==> config.mk <==
export PLATFORM = sky130hd
export DESIGN_NAME = spq_cell
export DESIGN_NICKNAME = d
export VERILOG_FILES = /design/src/design/spq_pkg.sv /design/src/design/spq_cell.sv
export SDC_FILE = /design/constraint.sdc
export NUM_CORES = 1
export LEC_CHECK = 0
export ABC_AREA = 1
export BUFFER_PORTS_ARGS = -buffer_cell sky130_fd_sc_hd__buf_2
export CORE_AREA = 8 8 95 97
export CTS_BUF_LIST = sky130_fd_sc_hd__clkbuf_4 sky130_fd_sc_hd__clkbuf_8
export DETAILED_ROUTE_END_ITERATION = 12
export DIE_AREA = 0 0 103 105
export GPL_TIMING_DRIVEN = 0
export HOLD_SLACK_MARGIN = 0.08
export PLACE_DENSITY = 0.81
export SLEW_MARGIN = 25
export SYNTH_ARGS = -nofsm -noshare
export SYNTH_HDL_FRONTEND = slang
export SYNTH_SLANG_ARGS = --single-unit
==> constraint.sdc <==
create_clock -name clk -period 3.2 [get_ports clk]
set_input_delay 0.16 -clock clk [delete_from_list [all_inputs] [get_ports clk]]
set_output_delay 0.16 -clock clk [all_outputs]
set_load 0.02 [all_outputs]
==> src/design/spq_pkg.sv <==
// Shared types and constants for the sorted priority queue.
// Used by spq_cell and sorted_priority_queue; depends on nothing else.
`default_nettype none

package spq_pkg;

  localparam int DEPTH       = 64;
  localparam int WEIGHT_BITS = 32;
  localparam int HANDLE_BITS = 16;
  localparam int COUNT_BITS  = $clog2(DEPTH + 1);

  typedef logic [WEIGHT_BITS-1:0] weight_t;
  typedef logic [HANDLE_BITS-1:0] handle_t;
  typedef logic [COUNT_BITS-1:0]  count_t;

  typedef enum logic [0:0] {
    KIND_INSERT = 1'b0,
    KIND_REMOVE = 1'b1
  } kind_t;

  typedef enum logic [1:0] {
    STATUS_OK    = 2'd0,
    STATUS_EMPTY = 2'd1,
    STATUS_FULL  = 2'd2
  } status_t;

  typedef struct packed {
    logic ins;
    logic rem;
  } cell_ctl_t;

endpackage

`default_nettype wire

==> src/design/spq_cell.sv <==
// One slot of the sorted queue: holds a weight and a handle and trades them with its neighbors.
// Depends on spq_pkg.
`default_nettype none

module spq_cell (
  input  wire logic               clk,
  input  wire spq_pkg::cell_ctl_t ctl,
  input  wire logic               occ,
  input  wire spq_pkg::weight_t   new_weight,
  input  wire spq_pkg::handle_t   new_handle,
  input  wire logic               left_ge,
  input  wire spq_pkg::weight_t   left_weight,
  input  wire spq_pkg::handle_t   left_handle,
  input  wire spq_pkg::weight_t   right_weight,
  input  wire spq_pkg::handle_t   right_handle,
  output logic                    ge,
  output spq_pkg::weight_t        weight,
  output spq_pkg::handle_t        handle
);

  spq_pkg::weight_t weight_r, weight_nxt;
  spq_pkg::handle_t handle_r, handle_nxt;

  // An empty slot counts as heavier than anything, so the flags rise once along the row.
  assign ge     = !occ || (weight_r >= new_weight);
  assign weight = weight_r;
  assign handle = handle_r;

  always_comb begin
    weight_nxt = weight_r;
    handle_nxt = handle_r;
    if (ctl.ins) begin
      if (left_ge) begin
        weight_nxt = left_weight;
        handle_nxt = left_handle;
      end else if (ge) begin
        weight_nxt = new_weight;
        handle_nxt = new_handle;
      end
    end else if (ctl.rem) begin
      weight_nxt = right_weight;
      handle_nxt = right_handle;
    end
  end

  always_ff @(posedge clk) begin
    weight_r <= weight_nxt;
    handle_r <= handle_nxt;
  end

endmodule

`default_nettype wire

==> results.cfg, run 1 <==
[detailed_routing]
drt_drc_violations_left = 0
m1WireLength_mm = 4.47
post_drt_via_cell_ratio = 4.93
drtAntennaViolNets = 0
dr.pass1.iters = 5
routed_wire_length_per_instance_um = 15.5
maxUsedRoutingLayer = met4
wl_met2_mm = 5.47
first_iter_violations = 143
totalWireLength_mm = 11.1
met3_length_mm = 1.00
num_vias = 3533

[grt]
gr-usage-all-layers = 0.202
grt_overflow_total = 0
grt_first_pass_wirelength_mm = 17.5
grt_antenna_before_repair = 0
grt_max_degree = 29
grt_pass1_vias = 3800

[hold_path]
hold_path.class = in2reg

[floorplan]
placement_rows = 32
initial_utilization = 0.436
die_area_sq_mm = 0.0108
die_wd_um = 103
top_level_ports = 198
floorplan.core_area_sq_mm = 0.00753
die_h_um = 105

[cts]
clock_latency_on_the_worst_skew_pair_ns = 0.30
cts_tree = built
cts_buf_count = 5
root_buffer = clkbuf_8
cts_max_level = 2
path_clk_slew_ns = 0.10
clock_sinks = 48
cts_resized = 0
hold_buffers = 0
post_cts_setup_repair_buffer_count = 0
cts_buffer_depth = 2

[final_layout]
final_common_cell = buf_2
finish.cell_count_without_fillers = 717
post_route_cells_drive_above_1_share = 0.367
nFillCells = 707
layout_common_cells = buf_2 (201), nand2_1 (82), o21ai_0 (57), nor2_1 (56), edfxtp_1 (48)
fin_area_sq_mm = 0.00450
layout.core_utilization = 0.598
multiInputGateArea_sq_mm = 0.00157
register_area_sq_mm = 0.00144
n_diodes = 0
final_layout_net_count = 795
flow.area_growth_from_synthesis_pct = 37.2

[synth]
yosys.cell_types.count = 21
synth_top_flop_cell = edfxtp_1
post_synthesis_sequential_element_count = 48
synth.yosys.seq_area_share = 0.439
postSynth.asyncResetShare = 0
synth.cell_area_sq_mm = 0.00328
syn_nets = 590
syn-mean-instance-area_sq_um = 8.02
syn_inst = 409
synth_largest_area_cell = edfxtp_1
yosysWarningCount = 0
number_of_synthesized_flops_with_an_enable_pin = 48
synth.area.top_cells = edfxtp_1 (44%), ha_1 (12%), nand2_1 (9.4%)
post-synth-top-area-fraction = 0.439

[job]
cap_viol_max_count = 0

[power_and_ir_drop]
netSwitchingFraction = 0.334
power.internal_mw = 1.15
power.share.combinational = 0.317
vdd_ir_drop_max_mv = 0.182
clockPowerShare = 0.214
p_leak_nw = 2.32
pwr_density_cell_mw_per_mm2 = 382
power_switching_uw = 575
seqPwrFrac = 0.469

[critical_path]
end_kind = flop
regToRegSetupSlack_ns = 0.82
startpoint_type = flop
setup.worst_path.class = reg2reg
worst-path-max-fanout = 28
cp_data_required_time_ns = 3.20
crit_path_arrival_time_ns = 2.39

[timing]
fin_worst_skew_ns = 0.0104
timing_hold_violations_final = 0
finalCriticalPeriod_ns = 2.38
timing.final.max_slew_violations = 0
finalSetupTns_ns = 0
worst-slew-pin-transition_ns = 0.493
report.final.setup_viol = 0
relative_slew_margins = 0.671
max_freq_mhz = 419
rsz_0062_raised_after_global_routing = false
final.period_utilization = 0.745

[place]
gp_congestion = 0.849
post_dp_cell_area_sq_mm = 0.00441
numPortBuffers = 197
dp_hpwl_mm = 9.12
numPlacedInstances = 709

[outcome]
outcome = completed
logic make-up after synthesis:
family	share of synthesized area
flip-flops	0.439
AO/OA/AOI/OAI	0.175
adder cells (fa/ha/maj)	0.122
buffers and inverters	0.0820
AND/OR/NAND/NOR	0.182
worst paths after layout:
kind                                to                 start  cells past startpoint
setup / recovery   weight[0]$_DFFE_PP_  weight[31]$_DFFE_PP_                     10
setup reg to reg   weight[0]$_DFFE_PP_  weight[31]$_DFFE_PP_                     10
hold / removal    weight[31]$_DFFE_PP_      right_weight[31]                      3
hold reg to reg   weight[29]$_DFFE_PP_  weight[17]$_DFFE_PP_                      7
registers in the layout, summed over array words and instances (netlist names):
signal  flops
weight     32
handle     16
synthesized netlist by cell type (2+ instances only):
master,number
nand2_1,82
o21ai_0,57
nor2_1,56
edfxtp_1,48
inv_1,42
o21ai_1,42
ha_1,32
a21oi_1,14
clkbuf_1,10
buf_4,5
buf_2,4
nand4_1,4
inv_2,3
nand2_2,2
nor2_2,2
worst max-delay path: stages, from the launching register on:
cell and delay (ns):
edfxtp_1 0.41, ha_1 0.30, nand2_1 0.08, nor2_2 0.13
nand4_1 0.15, nor2_1 0.17, nand2_2 0.08, nand3_2 0.05
nand2_1 0.06, inv_2 0.37, buf_12 0.26
cell type report:
class	count	share of cell area
Multi-Input combinational cell	296	0.349
Timing Repair Buffer	198	0.223
Clock buffer	5	0.0153
Buffer	20	0.0222
Tap cell	102	0.0283
Sequential cell	48	0.320
Inverter	45	0.0375
Clock inverter	3	0.00417
through the flow:
step	worst slack (ns)	total power, mW	hold WS [ns]
floorplan	0.484	1.13	0.351
global placement	0.0402	1.35	0.437
detailed placement	0.818	1.37	0.450
CTS	0.793	1.74	0.129
global route	0.605	1.82	0.140
finish	0.815	1.72	0.141
routing by layer:
metal,up-vias,GRT usage
met3,16,0.0498
li1,1782,-
met1,1578,0.222
met5,-,0
met4,0,0.0683
met2,157,0.363
power by group through the flow:
stage	clock, mW	sequential [mW]	combinational [mW]
6_report	0.369	0.807	0.545
5_1_grt	0.399	0.815	0.610
4_1_cts	0.380	0.807	0.551
3_5_place_dp	0	0.822	0.548
3_3_place_gp	0	0.820	0.527
2_1_floorplan	0	0.906	0.222
(Power assumes the default switching activity.)
==> run 2, diff against run 1 <==
--- a/config.mk
+++ b/config.mk
@@ -5,15 +5,15 @@
 export SDC_FILE = /design/constraint.sdc
 export NUM_CORES = 1
 export LEC_CHECK = 0
-export ABC_AREA = 1
+export ABC_AREA = 0
 export BUFFER_PORTS_ARGS = -buffer_cell sky130_fd_sc_hd__buf_2
-export CORE_AREA = 8 8 95 97
+export CORE_AREA = 8 8 94 96
 export CTS_BUF_LIST = sky130_fd_sc_hd__clkbuf_4 sky130_fd_sc_hd__clkbuf_8
 export DETAILED_ROUTE_END_ITERATION = 12
-export DIE_AREA = 0 0 103 105
+export DIE_AREA = 0 0 102 104
 export GPL_TIMING_DRIVEN = 0
 export HOLD_SLACK_MARGIN = 0.08
-export PLACE_DENSITY = 0.81
+export PLACE_DENSITY = 0.82
 export SLEW_MARGIN = 25
 export SYNTH_ARGS = -nofsm -noshare
 export SYNTH_HDL_FRONTEND = slang
==> constraint.sdc (replaced) <==
create_clock -name clk -period 2.5 [get_ports clk]
set_input_delay 0.125 -clock clk [delete_from_list [all_inputs] [get_ports clk]]
set_output_delay 0.125 -clock clk [all_outputs]
set_load 0.02 [all_outputs]
==> results.cfg, run 2 <==
[timing]
fin_worst_skew_ns = 0.0110
timing_hold_violations_final = 0
final.setup.worst_slack_ns = -0.0977
relative_slew_margins = 0.612
rsz_0062_raised_after_global_routing = true
finalCriticalPeriod_ns = 2.60
hold_slack_ns = 0.128
worst-slew-pin-transition_ns = 0.582
report.final.setup_viol = 48
timing.final.max_slew_violations = 0
final.period_utilization = 1.04
max_freq_mhz = 385

[synth]
synth.cell_area_sq_mm = 0.00324
cell_with_the_most_instances_after_synthesis = a21oi_1
yosysWarningCount = 0
synth.area.top_cells = edfxtp_1 (45%), mux2i_1 (15%), ha_1 (12%)
syn_inst = 325
yosys.cell_types.count = 23
postSynth.asyncResetShare = 0
netlist_top_cells_count = a21oi_1 (62), nor2_1 (51), edfxtp_1 (48), mux2i_1 (48), inv_1 (33)
syn_nets = 506
synth_largest_area_cell = edfxtp_1
synth.yosys.seq_area_share = 0.445
syn-mean-instance-area_sq_um = 9.96
post-synth-top-area-fraction = 0.445
number_of_synthesized_flops_with_an_enable_pin = 48
post_synthesis_sequential_element_count = 48
synth_top_flop_cell = edfxtp_1

[outcome]
outcome = complete, but fails checks
violated_checks = setup timing

[cts]
clock_latency_on_the_worst_skew_pair_ns = 0.31
root_buffer = clkbuf_8
cts_buffer_depth = 2
path_clk_slew_ns = 0.10
clock_sinks = 48
cts_tree = built
cts_max_level = 2
cts_buf_count = 5

[final_layout]
flow.area_growth_from_synthesis_pct = 45.4
layout_common_cells = buf_2 (199), a21oi_1 (61), nor2_1 (51), mux2i_1 (48), edfxtp_1 (48)
final_layout_net_count = 718
final_common_cell = buf_2
max_reg_flops = 32
post_route_cells_drive_above_1_share = 0.426
fin_area_sq_mm = 0.00471
layout.core_utilization = 0.632
nFillCells = 650
n_diodes = 0

[place]
numPortBuffers = 195
dp_hpwl_mm = 8.69
gp_congestion = 0.804
post_dp_cell_area_sq_mm = 0.00447
dpl_worst_slack_ns = -0.488

[floorplan]
top_level_ports = 198
die_h_um = 104
die_wd_um = 102
floorplan.core_area_sq_mm = 0.00745
initial_utilization = 0.435
die_area_sq_mm = 0.0106
placement_rows = 32

[grt]
gr-usage-all-layers = 0.193
grt_pass1_vias = 3538
grt_overflow_total = 0
grt_first_pass_wirelength_mm = 16.5
grt_max_degree = 19
grt_antenna_before_repair = 0

[power_and_ir_drop]
power.total_mw = 2.34
clockPowerShare = 0.250
seqPwrFrac = 0.439
netSwitchingFraction = 0.311
power.internal_mw = 1.61
power.share.combinational = 0.311
pwr_density_cell_mw_per_mm2 = 496
power_switching_uw = 726
p_leak_nw = 2.36
vdd_ir_drop_max_mv = 0.312

[job]
cap_viol_max_count = 0

[detailed_routing]
drt_drc_violations_left = 0
drtAntennaViolNets = 0
totalWireLength_mm = 10.6
num_vias = 3150
dr.pass1.iters = 4
post_drt_via_cell_ratio = 4.92
first_iter_violations = 91
routed_wire_length_per_instance_um = 16.5

[critical_path]
worst-path-max-fanout = 18
setup.worst_path.class = reg2reg
crit_path_arrival_time_ns = 2.62
startpoint_type = flop
end_kind = flop
cp_data_required_time_ns = 2.52

[hold_path]
hold_path.class = in2reg
run 2: cell count changes in the layout (fill, tap and decap cells not counted), sizes merged, moves of 3 or more:
cell / before / now
a21oi: 14 / 62
inv: 45 / 33
mux2i: 0 / 48
nand2: 84 / 9
nand2b: 0 / 3
nor2: 58 / 51
o21ai: 99 / 4
run 2: worst max-delay path: stages (launching register included):
cell and delay, ns:
edfxtp_1 0.44, ha_4 0.29, nand4_1 0.15, or4_4 0.57, a311o_1 0.35, a41oi_4 0.20, buf_6 0.15, buf_16 0.15
run 2: cell families after synthesis:
logic type                 count (synthesis)  synth area share
AOI/OAI and AO/OA                         74             0.126
adders and majority gates                 32             0.124
buffers and inverters                     50            0.0599
DFF                                       48             0.445
muxes                                     48             0.148
and+or+nand+nor                           73            0.0962
run 2: stage by stage:
step	setup TNS, ns	std cells
2_1_floorplan	-28.29	325
3_3_place_gp	-50.84	622
3_5_place_dp	-15.91	625
4_1_cts	-6.47	638
5_1_grt	-6.27	640
6_report	-3.68	640
run 2: area by class of cell:
type	instances	area, sq um	share of cell area
timing repair buffer	205	1130	0.239
multi-input combinational	227	1710	0.362
sequential	48	1440	0.306
clock buffer	5	68.8	0.0146
inverter	33	124	0.0263
tap	102	128	0.0271
clock inverter	3	42.5	0.00904
buffer	17	70.1	0.0149
run 2: routing by layer:
metal / up-vias / GRT usage / wire (um)
met2: 125 / 0.346 / 5420
met1: 1432 / 0.216 / 4070
met4: 0 / 0.0367 / 100
li1: 1584 / - / -
met3: 9 / 0.0602 / 979
met5: - / 0 / 0
run 2: final timing paths:
check,from,endpoint,slack [ns],depth (start not counted)
worst min-delay path,right_handle[14],handle[14]$_DFFE_PP_,0.13,3
worst max-delay path,weight[25]$_DFFE_PP_,weight[4]$_DFFE_PP_,-0.1,7
worst min register to register,weight[31]$_DFFE_PP_,weight[22]$_DFFE_PP_,1.33,5
worst max register to register,weight[25]$_DFFE_PP_,weight[4]$_DFFE_PP_,-0.1,7
run 2: power by group through the flow:
stage          logic, mW  clock network [mW]  registers (mW)
6_report           0.727               0.584            1.03
5_1_grt            0.798               0.621            1.04
4_1_cts            0.720               0.592            1.03
3_5_place_dp       0.701                   0            1.04
3_3_place_gp       0.663                   0            1.04
2_1_floorplan      0.294                   0            1.15
run 2: repair_timing:
action	CTS	global route
setup endpoints to repair	49	49
setup buffers	5	1
cloned	0	1
resized for setup	5	5
pin swaps	2	1
hold buffers	0	0
